## src/sv/htd_pkg.sv

```systemverilog
`timescale 1ns / 1ps

package htd_pkg;

    localparam int NODE_COUNT = 512;
    localparam int NODE_AW    = (NODE_COUNT > 1) ? $clog2(NODE_COUNT) : 1;

    localparam int IDX_W      = 9;
    localparam int SYM_W      = 8;
    localparam int PAD_W      = 3;
    localparam int BITS_W     = 4;
    localparam int CFG_IDX_W  = 1;
    localparam int CFG_DATA_W = 9;

    localparam logic CMD_LOAD = 1'b0;
    localparam logic CMD_DATA = 1'b1;

    localparam logic [CFG_IDX_W-1:0] CFG_ROOT_INDEX = 1'b0;
    localparam logic [CFG_IDX_W-1:0] CFG_PAD_BITS   = 1'b1;

    typedef struct packed {
        logic             leaf;
        logic [IDX_W-1:0] left;
        logic [IDX_W-1:0] right;
        logic [SYM_W-1:0] symbol;
    } node_t;

    localparam int NODE_W = $bits(node_t);

    // Start of one compressed byte, handed from the input side to the walker.
    typedef struct packed {
        logic             start;
        logic [SYM_W-1:0] data_byte;
        logic             final_byte;
    } walk_cmd_t;

    typedef struct packed {
        logic idle;
        logic pend_valid;
    } walk_stat_t;

    function automatic logic idx_in_range(input logic [IDX_W-1:0] idx);
        return 32'(idx) < 32'(NODE_COUNT);
    endfunction

    function automatic logic [NODE_AW-1:0] idx_to_addr(input logic [IDX_W-1:0] idx);
        return NODE_AW'(idx);
    endfunction

endpackage

```

## src/sv/htd_walker.sv

```systemverilog
`timescale 1ns / 1ps

module htd_walker import htd_pkg::*; (
    input  logic              aclk,
    input  logic              aresetn,
    input  walk_cmd_t         cmd,
    input  logic [IDX_W-1:0]  root_index,
    input  logic [PAD_W-1:0]  pad_bits,
    input  logic              root_wr,
    input  logic [IDX_W-1:0]  root_wr_index,
    input  logic [NODE_W-1:0] rd_data_a,
    input  logic [NODE_W-1:0] rd_data_b,
    output logic              rd_en,
    output logic [IDX_W-1:0]  rd_idx,
    output walk_stat_t        stat,
    output logic              m_valid,
    input  logic              m_ready,
    output logic [SYM_W-1:0]  m_symbol,
    output logic              m_run_end
);

    typedef enum logic [3:0] {
        ST_IDLE  = 4'b0001,
        ST_FETCH = 4'b0010,
        ST_WALK  = 4'b0100,
        ST_FLUSH = 4'b1000
    } walk_state_t;

    walk_state_t       state_reg, state_next;
    logic [IDX_W-1:0]  pos_reg, pos_next;
    logic [SYM_W-1:0]  byte_reg, byte_next;
    logic [BITS_W-1:0] bits_left_reg, bits_left_next;
    logic              final_reg, final_next;
    logic              oob_reg, oob_next;
    logic              pend_valid_reg, pend_valid_next;
    logic [SYM_W-1:0]  pend_sym_reg, pend_sym_next;
    logic              m_valid_reg, m_valid_next;
    logic [SYM_W-1:0]  m_symbol_reg, m_symbol_next;
    logic              m_run_end_reg, m_run_end_next;

    node_t            a_node;
    node_t            root_node;
    node_t            cur_node;
    logic             leaf_hit;
    logic             out_free;
    logic             stall;
    logic [IDX_W-1:0] child;

    // A read outside the table returns the all-zero node.
    assign a_node    = oob_reg ? '0 : node_t'(rd_data_a);
    assign root_node = idx_in_range(root_index) ? node_t'(rd_data_b) : '0;

    // The word in the read register is the node just stepped to; on a leaf
    // the walk continues from the root node, which port B always holds.
    assign leaf_hit = (state_reg == ST_WALK) && a_node.leaf;
    assign cur_node = leaf_hit ? root_node : a_node;
    assign child    = byte_reg[SYM_W-1] ? cur_node.right : cur_node.left;
    assign out_free = !m_valid_reg || m_ready;
    // With the read enable held low the memory output stays put during a stall.
    assign stall    = leaf_hit && pend_valid_reg && !out_free;

    always_comb begin
        state_next      = state_reg;
        pos_next        = pos_reg;
        byte_next       = byte_reg;
        bits_left_next  = bits_left_reg;
        final_next      = final_reg;
        oob_next        = oob_reg;
        pend_valid_next = pend_valid_reg;
        pend_sym_next   = pend_sym_reg;
        m_valid_next    = m_valid_reg && !m_ready;
        m_symbol_next   = m_symbol_reg;
        m_run_end_next  = m_run_end_reg;
        rd_en           = 1'b0;
        rd_idx          = pos_reg;

        unique case (state_reg) inside
            ST_IDLE: begin
                // The root register takes the new index at this same edge.
                if (root_wr) begin
                    pos_next = root_wr_index;
                end
                if (cmd.start) begin
                    rd_en      = 1'b1;
                    rd_idx     = pos_reg;
                    byte_next  = cmd.data_byte;
                    final_next = cmd.final_byte;
                    bits_left_next = cmd.final_byte ?
                        BITS_W'(SYM_W) - BITS_W'(pad_bits) : BITS_W'(SYM_W);
                    state_next = ST_FETCH;
                end
            end
            ST_FETCH, ST_WALK: begin
                if (!stall) begin
                    if (leaf_hit) begin
                        // The held symbol is known not to be the last of the byte.
                        if (pend_valid_reg) begin
                            m_valid_next   = 1'b1;
                            m_symbol_next  = pend_sym_reg;
                            m_run_end_next = 1'b0;
                        end
                        pend_valid_next = 1'b1;
                        pend_sym_next   = a_node.symbol;
                        pos_next        = root_index;
                    end
                    if (bits_left_reg != '0) begin
                        rd_en          = 1'b1;
                        rd_idx         = child;
                        pos_next       = child;
                        byte_next      = byte_reg << 1;
                        bits_left_next = bits_left_reg - 1'b1;
                        state_next     = ST_WALK;
                    end else begin
                        if (final_reg) begin
                            pos_next = root_index;
                        end
                        state_next = ST_FLUSH;
                    end
                end
            end
            ST_FLUSH: begin
                if (!pend_valid_reg) begin
                    state_next = ST_IDLE;
                end else if (out_free) begin
                    m_valid_next    = 1'b1;
                    m_symbol_next   = pend_sym_reg;
                    m_run_end_next  = 1'b1;
                    pend_valid_next = 1'b0;
                    state_next      = ST_IDLE;
                end
            end
            default: begin
                state_next = ST_IDLE;
            end
        endcase

        if (rd_en) begin
            oob_next = !idx_in_range(rd_idx);
        end
    end

    always_ff @(posedge aclk) begin
        if (!aresetn) begin
            state_reg      <= ST_IDLE;
            pos_reg        <= '0;
            pend_valid_reg <= 1'b0;
            m_valid_reg    <= 1'b0;
        end else begin
            state_reg      <= state_next;
            pos_reg        <= pos_next;
            pend_valid_reg <= pend_valid_next;
            m_valid_reg    <= m_valid_next;
        end
        byte_reg      <= byte_next;
        bits_left_reg <= bits_left_next;
        final_reg     <= final_next;
        oob_reg       <= oob_next;
        pend_sym_reg  <= pend_sym_next;
        m_symbol_reg  <= m_symbol_next;
        m_run_end_reg <= m_run_end_next;
    end

    assign stat.idle       = (state_reg == ST_IDLE);
    assign stat.pend_valid = pend_valid_reg;
    assign m_valid         = m_valid_reg;
    assign m_symbol        = m_symbol_reg;
    assign m_run_end       = m_run_end_reg;

endmodule

```

## config.mk

```make
export PLATFORM = sky130hd
export DESIGN_NAME = htd_walker
export DESIGN_NICKNAME = d
export VERILOG_FILES = /design/src/sv/htd_pkg.sv /design/src/sv/htd_walker.sv
export SDC_FILE = /design/constraint.sdc
export NUM_CORES = 1
export LEC_CHECK = 0
export BUFFER_PORTS_ARGS = -buffer_cell sky130_fd_sc_hd__buf_2
export CELL_PAD_IN_SITES_DETAIL_PLACEMENT = 1
export CELL_PAD_IN_SITES_GLOBAL_PLACEMENT = 1
export CORE_ASPECT_RATIO = 0.6
export CORE_MARGIN = 1
export CORE_UTILIZATION = 35
export CTS_CLUSTER_DIAMETER = 200
export CTS_CLUSTER_SIZE = 20
export DETAILED_ROUTE_END_ITERATION = 16
export PLACE_DENSITY = 0.85
export SYNTH_ARGS = -nofsm -noshare
export SYNTH_HDL_FRONTEND = slang
export SYNTH_SLANG_ARGS = --single-unit
```

## constraint.sdc

```tcl
create_clock -name aclk -period 2.75 [get_ports aclk]
set_input_delay 0.1375 -clock aclk [delete_from_list [all_inputs] [get_ports aclk]]
set_output_delay 0.1375 -clock aclk [all_outputs]
set_load 0.005 [all_outputs]
```

==> run metrics, run 1 <==
async set or reset register ratio after synthesis=0%; Area contributors post-synth=edfxtp_1, dfxtp_1, nand2_1; Area Growth Syn to Fin=29.7%; vias=between 2000 and 2500; Post-DRT Antenna Nets=0; ratio of cells with drive above 1 in the final layout=between 40% and 50%; Num CTS Buffers=5; Seq cells post-synth=45; area leader, netlist=edfxtp_1; RSZ-0062 raised after global routing=false; ratio of final minimum period to clock period=93.5%; worst slew pin tran=~0.6 ns; largest family of logic cells by synthesized area=compound AO/OA/AOI/OAI gates; Avg Cell Area, Syn=about 11 um^2; worst hold start=rd_data_a[2]; Final Worst Setup Slack=0.178 ns; Filler Cells Inserted=742; Worst Skew=between 0.009 and 0.01 ns; flop2flop setup slack=between 0.4 and 0.5 ns; fraction of the yosys area taken by sequential cells=50.0%; Lkg Pwr=1.45 nW; Post-Synth Adder-Cell Area=1.04%; routability cong.=0.762; Critical Path Sink=rd_idx[4]; io pins=111; final setup TNS=0 ns; Crit Path Class=reg2out; xor/xnor share of the synthesized area=1.46%; Synth Area in Compound Gates=18.7%; Crit Path Max Fanout=8; area occupied by multi-input gates=0.00106 mm^2; die width=109 um; number of I/O port buffers=101; cell area after layout=0.00312 mm^2; Post-CTS Setup Inserts=0; EDFF count, synth=30; Yosys warning total=0; vias per cell=around 5.3; most common cell in the synthesized netlist=nand2_1; Tmin final=2.57 ns; Worst Reg-to-Reg Cells=7; Placement Cell Area=0.00297 mm^2; type of origin of the critical path=register; max cap viols=0; H-tree Lvls=2; Synth top cells by count=nand2_1, edfxtp_1, nand3_1; mux share of post-synthesis cell area=5.73%; TritonCTS clock tree=yes; final WL=slightly above 7 mm; row count=22; max reg flops=9; clock sink count=45; Setup WS pre-CTS=0.442 ns; vias in the first global route=2253; slowest CP cell=nand2b_1; Overall Power=around 0.0025 W; setup violators final=0; Slew headroom=60.9%; Synth Instances=224; GR Util All Layers=20.9%; Post-Synth Simple-Gate Area=around 17%; Clock Latency Late Sink=0.29 ns; Routed WL per cell=about 17 um; top-area cell type share of the netlist area=37.5%; Cell variety after synth=45; status=finished clean; Post-CTS Hold Buffers=0; hpwl dp=5.43 mm; net count after synthesis=315; Die ar.=roughly 0.0072 mm^2; die height=66.2 um; # DRC=0; Hold Crit Class=in2reg; R2R Path End=pos_reg[6]; DRT Pass-1 Iters=4; global-route wire length before repair=11.3 mm; Cell Chain, Critical Path=inv_1 > ha_1 > nor3b_1 > nand2b_1 > a221oi_2 > a22o_1 > buf_2; CP max stage delay=0.52 ns; Initial Util=between 30 and 40%; post-synthesis instance area=0.00240 mm^2; Power per Cell Area=795 mW/mm^2; GR Overflow Total=0; core area=0.00636 mm^2; CP Launch Point=bits_left_reg[0]; Ant. Diodes=0; fin nets=414; initial antenna violation count=0; CTS clk-pin slew, worst paths=0.07 ns; Hold Violations, Final=0; CTS root buffer=clkbuf_16; fin. max-slew vios=0; CP Data Arrival Time=around 2.4 ns; fmax=between 300 and 400 MHz; CP endpoint kind=output port; reg-to-reg startpoint=bits_left_reg[0]; 1st-iter DRT viols=89; post-CTS resize count=0; Worst EP required=2.61 ns; Max VDD drop=0.000337 V; largest net degree at the start of global routing=26; storage element area=0.00120 mm^2; ys flop type=edfxtp_1; Max clock buf depth=2
## layout make-up
cell class                 count  area share (%)
clock inverter                 3           0.803
inverter                       9            1.08
timing repair buffer         109            18.1
sequential                    45            38.5
tap                           84            3.37
clock buffer                   5            4.01
multi-input combinational    153            34.1
## report_power, final
| part | switching, W | total (W) | internal, W |
|---|---|---|---|
| clock | 0.000280 | 0.000622 | 0.000342 |
| combinational | 0.000486 | 0.000860 | 0.000373 |
| sequential | 0.000100 | 0.000997 | 0.000896 |
| total | 0.000867 | 0.00248 | 0.00161 |
## layout by cell type (no fill, tap or decap), drive strengths merged
cell type | synthesis | final
mux2 | 2 | 2
o221a | 7 | 7
a22o | 7 | 7
edfxtp | 30 | 30
and3 | 3 | 3
and2 | 2 | 2
xnor2 | 3 | 3
nor3 | 1 | 1
a31oi | 1 | 1
nor2 | 5 | 5
nand2 | 42 | 42
o22ai | 1 | 1
dfxtp | 15 | 15
buf | 11 | 109
o311a | 1 | 1
nor2b | 3 | 3
nand4b | 1 | 1
xor2 | 1 | 1
o221ai | 2 | 2
inv | 9 | 10
nand2b | 1 | 1
and3b | 1 | 1
o21ai | 8 | 8
nor3b | 1 | 1
nand3 | 19 | 19
a21oi | 13 | 13
a221oi | 9 | 9
o211ai | 1 | 1
o31a | 1 | 1
clkinv | 0 | 1
o211a | 1 | 1
mux2i | 7 | 7
or4b | 2 | 2
a21boi | 2 | 2
and4b | 1 | 1
ha | 2 | 2
mux4 | 2 | 2
clkinvlp | 0 | 1
clkbuf | 6 | 5
## stage by stage
step | hold WS, ns | utilization (%) | cells
2_1_floorplan | 0.236 | - | 224
3_3_place_gp | 0.315 | 46.7 | 400
3_5_place_dp | 0.317 | 46.7 | 400
4_1_cts | 0.0221 | 49.0 | 408
5_1_grt | 0.0153 | 49.0 | 408
6_report | 0.0222 | 49.0 | 408
## metal layers
layer	global-route usage, %	up-vias	share of wire, %
met5	0	-	0
met4	3.55	0	0.43
met3	4.43	4	5.5
met2	35.7	69	48
met1	27.5	1044	46
li1	-	1033	-
## critical path, delay by kind of cell (launching register included)
kind                     cells  cell delay, ns
AO/OA/AOI/OAI                2            0.33
AND/OR/NAND/NOR              2            1.01
buffers and inverters        2            0.20
adder cells (fa/ha/maj)      1            0.18
flip-flops                   1            0.42
## logic make-up after synthesis
family          after synthesis
simple gates                 82
compound gates               54
flops                        45
buf+inv                      26
mux                          11
xor+xnor                      4
fa+ha+maj                     2
## how the worst min path moves through the flow
| stage | cells after the start | to |
|---|---|---|
| floorplan | 0 | final_reg |
| global placement | 1 | pend_sym_reg[3] |
| detailed placement | 1 | pend_sym_reg[7] |
| CTS | 1 | pend_sym_reg[7] |
| global route | 1 | pend_sym_reg[2] |
| finish | 1 | pend_sym_reg[2] |
Power figures use the tool's default switching activity.
==> run 2, diff against run 1 <==
==> config.mk (replaced) <==
export PLATFORM = sky130hd
export DESIGN_NAME = htd_walker
export DESIGN_NICKNAME = d
export VERILOG_FILES = /design/src/sv/htd_pkg.sv /design/src/sv/htd_walker.sv
export SDC_FILE = /design/constraint.sdc
export NUM_CORES = 1
export LEC_CHECK = 0
export ABC_AREA = 1
export BUFFER_PORTS_ARGS = -buffer_cell sky130_fd_sc_hd__buf_2
export CELL_PAD_IN_SITES_DETAIL_PLACEMENT = 0
export CELL_PAD_IN_SITES_GLOBAL_PLACEMENT = 1
export CORE_ASPECT_RATIO = 0.6
export CORE_MARGIN = 1
export CORE_UTILIZATION = 33
export CTS_CLUSTER_DIAMETER = 200
export CTS_CLUSTER_SIZE = 20
export DETAILED_ROUTE_END_ITERATION = 16
export PLACE_DENSITY = 0.84
export SLEW_MARGIN = 15
export SYNTH_ARGS = -nofsm -noshare
export SYNTH_HDL_FRONTEND = slang
export SYNTH_SLANG_ARGS = --single-unit
==> run 2 against run 1 <==
  * Register-to-register slack improved by 0.26 ns
  * Routed wire length shrank 2.2%
  * Global-route usage shrank 4.1 points
  * Area after synthesis rose by 12%
  * Combinational power shrank 46%
  * Clock skew down 0.0050 ns
  * Largest cell class is now multi-input combinational cells
  * Highest routed layer unchanged
==> run metrics, run 2 <==
status=finished clean; H-tree Lvls=2 (unchanged); area occupied by multi-input gates=0.00121 mm^2 (+14%); Area Growth Syn to Fin=28.2%; DP Cell Count=573 (+43%); async set or reset register ratio after synthesis=0% (unchanged); Post-CTS Setup Inserts=0 (unchanged); most common cell in the synthesized netlist=nand2_1; area leader, netlist=edfxtp_1; Crit Path Class=reg2out; vias=2596 (+21%); Slew headroom=65.2% (+4.3 points); max reg flops=9 (unchanged); vias in the first global route=2370 (+5.2%); net count after synthesis=463 (+47%); commonest non-fill, non-tap cell in the layout=nand2_1; final WL=6.90 mm (-2.2%); fmax=421 MHz (+8.2%); Synth top cells by count=nand2_1, inv_1, nand3_1; Area contributors post-synth=edfxtp_1, nand2_1, dfxtp_1; DRT Pass-1 Iters=4 (unchanged); Seq cells post-synth=45 (unchanged); CP Data Arrival Time=2.24 ns (-0.19 ns); Worst EP required=2.61 ns (about the same); Filler Cells Inserted=857 (+15%); most frequent cells in the layout=nand2_1, buf_2, inv_1; Post-DRT Antenna Nets=0 (unchanged); Max VDD drop=0.000274 V (-19%); ys flop type=edfxtp_1; Die ar.=0.00853 mm^2 (+18%); Tmin final=2.38 ns (-0.196 ns); post-synthesis instance area=0.00269 mm^2 (+12%); Max clock buf depth=2 (unchanged); Num CTS Buffers=5 (unchanged); max cap viols=0 (unchanged); initial antenna violation count=0 (unchanged); Crit Path Max Fanout=10 (+2); Initial Util=34.1% (-3.7 points); GR Util All Layers=16.8% (-4.1 points); die width=119 um (+8.8%); CTS root buffer=clkbuf_16; RSZ-0062 raised after global routing=false; Synth Instances=372 (+66%); Hold Crit Class=in2reg; type of origin of the critical path=register; Routed WL per cell=11.9 um (-31%); TritonCTS clock tree=yes; largest net degree at the start of global routing=27 (+3.8%); # DRC=0 (unchanged); Post-CTS Hold Buffers=0 (unchanged); io pins=111 (unchanged); vias per cell=4.47 (-15%); row count=25 (+14%); Lkg Pwr=1.74 nW (+20%); Ant. Diodes=0 (unchanged); 1st-iter DRT viols=150 (+69%); routability cong.=0.778 (+2.1%); CP endpoint kind=output port; global-route wire length before repair=11.2 mm (about the same); fin nets=563 (+36%); setup violators final=0 (unchanged); ratio of final minimum period to clock period=86.4% (-7.1 points); Power per Cell Area=551 mW/mm^2 (-31%); Avg Cell Area, Syn=7.23 um^2 (-33%); fraction of the yosys area taken by sequential cells=44.6% (-5.3 points); worst slew pin tran=0.522 ns (-0.0656 ns); EDFF count, synth=30 (unchanged); Worst Skew=0.00476 ns (-0.00498 ns); storage element area=0.00120 mm^2 (unchanged); clock sink count=45 (unchanged); ratio of cells with drive above 1 in the final layout=27.5% (-16 points); post-CTS resize count=0 (unchanged); number of I/O port buffers=101 (unchanged); final cell count without fillers=581 (+42%); Hold Violations, Final=0 (unchanged); final setup TNS=0 ns (unchanged); Cell variety after synth=33 (-27%); hpwl dp=5.39 mm (-0.79%); Clock Latency Late Sink=0.29 ns (about the same); CTS clk-pin slew, worst paths=0.06 ns (about the same); die height=72.0 um (+8.7%); Yosys warning total=0 (unchanged); GR Overflow Total=0 (unchanged); top-area cell type share of the netlist area=33.5% (-4.0 points); fin. max-slew vios=0 (unchanged); core area=0.00788 mm^2 (+24%)
## run 2: cell count changes after synthesis, moves of 10 or more
cell and delta:
a21oi_1 -10, inv_1 +44, nand2_1 +74, nand3_1 +29, nor2_1 +37, o21ai_0 +16
## run 2: metal layers
| layer | up-vias | wire length [um] | track usage [%] |
|---|---|---|---|
| met5 | - | 0 | 0 |
| met3 | 6 | 386 | 3.62 |
| met1 | 1142 | 3630 | 25.1 |
| met4 | 0 | 48 | 3.80 |
| met2 | 68 | 2830 | 24.8 |
| li1 | 1380 | - | - |
## run 2: path summary, 6_finish.rpt
path | from | endpoint | slack (ns) | cells past startpoint
worst max-delay path | bits_left_reg[0] | rd_idx[2] | 0.37 | 10
worst min-delay path | rd_data_a[1] | pend_sym_reg[1] | 0.02 | 1
worst min register to register | pend_sym_reg[7] | m_symbol[7] | 0.42 | 0
worst max register to register | bits_left_reg[0] | byte_reg[4] | 0.68 | 5
## run 2: worst max-delay path, stage by stage (launching register included)
cell      delay, ns
edfxtp_1       0.41
inv_1          0.08
ha_1           0.17
nor3b_4        0.48
buf_4          0.24
nor2_4         0.07
nand2_1        0.10
nor2_1         0.06
nand2_1        0.05
o21ai_0        0.12
buf_2          0.16
## run 2: through the flow
step	area, um^2	hold WS, ns	setup slack (ns)	utilization, %	total power [W]
global route	3450	0.0190	0.181	43.8	0.00202
floorplan	2690	0.236	0.583	-	0.00114
global placement	3300	0.316	0.696	41.9	0.00130
detailed placement	3300	0.316	0.667	41.9	0.00131
finish	3450	0.0223	0.374	43.8	0.00190
CTS	3450	0.0133	0.337	43.8	0.00193
## run 2: layout make-up
type,instances,share of cell area [%]
sequential,45,34.8
timing repair buffer,107,16.0
multi-input combinational,257,35.0
clock inverter,3,0.616
inverter,56,6.09
clock buffer,5,3.63
tap,108,3.92
## run 2: where the power goes
| part | internal [W] | switching, W | leakage [nW] | total, W |
|---|---|---|---|---|
| clock | 0.000339 | 0.000270 | 0.0702 | 0.000608 |
| sequential | 0.000797 | 0.0000322 | 0.399 | 0.000829 |
| combinational | 0.000188 | 0.000277 | 1.27 | 0.000465 |
| total | 0.00132 | 0.000579 | 1.74 | 0.00190 |
## run 2: kinds of logic after synthesis
kind of cell	Yosys count	synth area share, %
flip-flops	45	44.6
adder cells (fa/ha/maj)	2	0.930
AO/OA/AOI/OAI	32	6.42
AND/OR/NAND/NOR	220	36.5
buffers and inverters	70	10.5
XOR/XNOR	3	0.976
==> run 3, diff against run 2 <==
--- a/config.mk
+++ b/config.mk
@@ -11,11 +11,12 @@
 export CELL_PAD_IN_SITES_GLOBAL_PLACEMENT = 1
 export CORE_ASPECT_RATIO = 0.6
 export CORE_MARGIN = 1
-export CORE_UTILIZATION = 33
+export CORE_UTILIZATION = 30
 export CTS_CLUSTER_DIAMETER = 200
 export CTS_CLUSTER_SIZE = 20
 export DETAILED_ROUTE_END_ITERATION = 16
-export PLACE_DENSITY = 0.84
+export PLACE_DENSITY = 0.77
+export SKIP_CTS_REPAIR_TIMING = 1
 export SLEW_MARGIN = 15
 export SYNTH_ARGS = -nofsm -noshare
 export SYNTH_HDL_FRONTEND = slang
==> run 3 against run 2 <==
  * Cell count increased by 0.69%
  * Critical path type unchanged
  * Worst setup slack got worse by 0.039 ns
  * Clock skew hardly changed
  * Worst hold slack barely moved
  * Critical path depth down 1
  * Combinational power is 2% higher
  * Count of clock-buffer cells in the layout did not move
  * Non-clock buffer count unchanged
==> run metrics, run 3 (synthesis gave the netlist of run 2 again) <==
status=finished clean; fin nets=563 (unchanged); ratio of cells with drive above 1 in the final layout=27.5% (unchanged); clock sink count=45 (unchanged); die width=124 um (+4.8%); row count=26 (+4.0%); Ant. Diodes=0 (unchanged); clock share of power=30.9% (-1.1 points); Net Sw Power=0.000563 W (-2.7%); commonest non-fill, non-tap cell in the layout=nand2_1; hpwl dp=5.59 mm (+3.8%); Hold Violations, Final=0 (unchanged); Filler Cells Inserted=946 (+10%); CP endpoint kind=output port; final setup TNS=0 ns (unchanged); Tmin final=2.42 ns (+0.0389 ns); Worst Skew=0.00457 ns (-0.000192 ns); DRT Pass-1 Iters=4 (unchanged); CTS clk-pin slew, worst paths=0.06 ns (about the same); final WL=7.22 mm (+4.6%); ratio of final minimum period to clock period=87.8% (+1.4 points); Initial Util=31.3% (-2.8 points); reg-to-reg startpoint=bits_left_reg[0]; CP Launch Point=bits_left_reg[0]; initial antenna violation count=0 (unchanged); Clock Latency Late Sink=0.29 ns (about the same); vias per cell=4.47 (about the same); final cell count without fillers=585 (+0.69%); Power per Cell Area=545 mW/mm^2 (-1.1%); worst path bufs/invs=2 (-1); Crit Path Max Fanout=13 (+3); Die ar.=0.00937 mm^2 (+9.8%); Post-DRT Antenna Nets=0 (unchanged); core area=0.00859 mm^2 (+9.0%); 1st-iter DRT viols=82 (-45%); Crit Path Class=reg2out; CP Data Arrival Time=2.28 ns (+0.04 ns); largest net degree at the start of global routing=26 (-3.7%); Max clock buf depth=2 (unchanged); most frequent cells in the layout=nand2_1, buf_2, inv_1; Num CTS Buffers=5 (unchanged); Slew headroom=53.1% (-12 points); # DRC=0 (unchanged); Cell Chain, Critical Path=inv_1 > ha_1 > nor3b_4 > nor2_4 > nand2_1 > nor2_1 > nand2_1 > o21ai_0 > buf_2; max reg flops=9 (unchanged); RSZ-0062 raised after global routing=false; slowest CP cell=nor3b_4; io pins=111 (unchanged); Hold Crit Class=in2reg; H-tree Lvls=2 (unchanged); GR Overflow Total=0 (unchanged); GR Util All Layers=16.1% (-0.71 points); DP Cell Count=577 (+0.70%); worst slew pin tran=0.703 ns (+0.182 ns); CTS root buffer=clkbuf_16; type of origin of the critical path=register; CP max stage delay=0.62 ns (+0.14 ns); max cap viols=0 (unchanged); setup violators final=0 (unchanged); TritonCTS clock tree=yes; routability cong.=0.743 (-4.4%); Worst EP required=2.61 ns (about the same); die height=75.4 um (+4.7%); Combinational Power Share=25.3% (+0.8 points); Most common cell on crit path=nand2_1; number of I/O port buffers=101 (unchanged); Routed WL per cell=12.3 um (+3.9%); Sw Ratio=29.9% (-0.51 points); Max VDD drop=0.000217 V (-21%); Crit path max-delay family=simple AND/OR/NAND/NOR gates; global-route wire length before repair=11.6 mm (+3.4%); Area Growth Syn to Fin=28.3% (about the same); Lkg Pwr=1.74 nW (about the same); fmax=414 MHz (-1.6%); vias in the first global route=2403 (+1.4%); vias=2613 (+0.65%); sequential share of power=43.8% (+0.2 points); P_int=0.00132 W (-0.35%); fin. max-slew vios=0 (unchanged); worst hold start=rd_data_a[6]
-- run 3: stage by stage --
| step | util (%) | power (W) | setup slack (ns) | instance area, um^2 | hold slack (ns) |
|---|---|---|---|---|---|
| after floorplan | - | 0.00114 | 0.583 | 2690 | 0.236 |
| after global placement | 38.5 | 0.00131 | 0.544 | 3310 | 0.316 |
| after detailed placement | 38.5 | 0.00132 | 0.521 | 3310 | 0.316 |
| after CTS | 40.2 | 0.00190 | 0.309 | 3450 | 0.0139 |
| after global routing | 40.2 | 0.00202 | 0.147 | 3450 | 0.0129 |
| final | 40.2 | 0.00188 | 0.335 | 3450 | 0.0220 |
-- run 3: path summary, 6_finish.rpt --
check                                  endpoint  slack (ns)  cells after the start
worst max register to register      byte_reg[5]        0.52                      5
worst min-delay path            pend_sym_reg[6]        0.02                      1
worst max-delay path                  rd_idx[4]        0.33                      9
worst min register to register      m_symbol[5]        0.42                      0
-- run 3: layer usage --
metal | wire length [um] | part of all wire [%] | vias up | track usage [%]
met1 | 3950 | 55 | 1168 | 24.0
met4 | 59 | 0.82 | 0 | 4.42
met5 | 0 | 0 | - | 0
li1 | - | - | 1376 | -
met2 | 2830 | 39 | 65 | 22.7
met3 | 376 | 5.2 | 4 | 4.28
-- run 3: final cells by class --
type | instances | area (um^2) | area share, %
inverters | 56 | 210 | 6.09
clock buffers | 5 | 125 | 3.62
multi-input cells | 257 | 1210 | 35.0
well taps | 112 | 140 | 4.06
flip-flops and latches | 45 | 1200 | 34.8
clock inverters | 3 | 17.5 | 0.507
repair buffers | 107 | 551 | 15.9
-- run 3: power by group through the flow --
stage	combinational, W	sequential [W]	clock (W)
final	0.000476	0.000825	0.000581
after global routing	0.000552	0.000831	0.000638
after CTS	0.000480	0.000825	0.000599
after detailed placement	0.000478	0.000839	0
after global placement	0.000472	0.000837	0
after floorplan	0.000303	0.000832	0
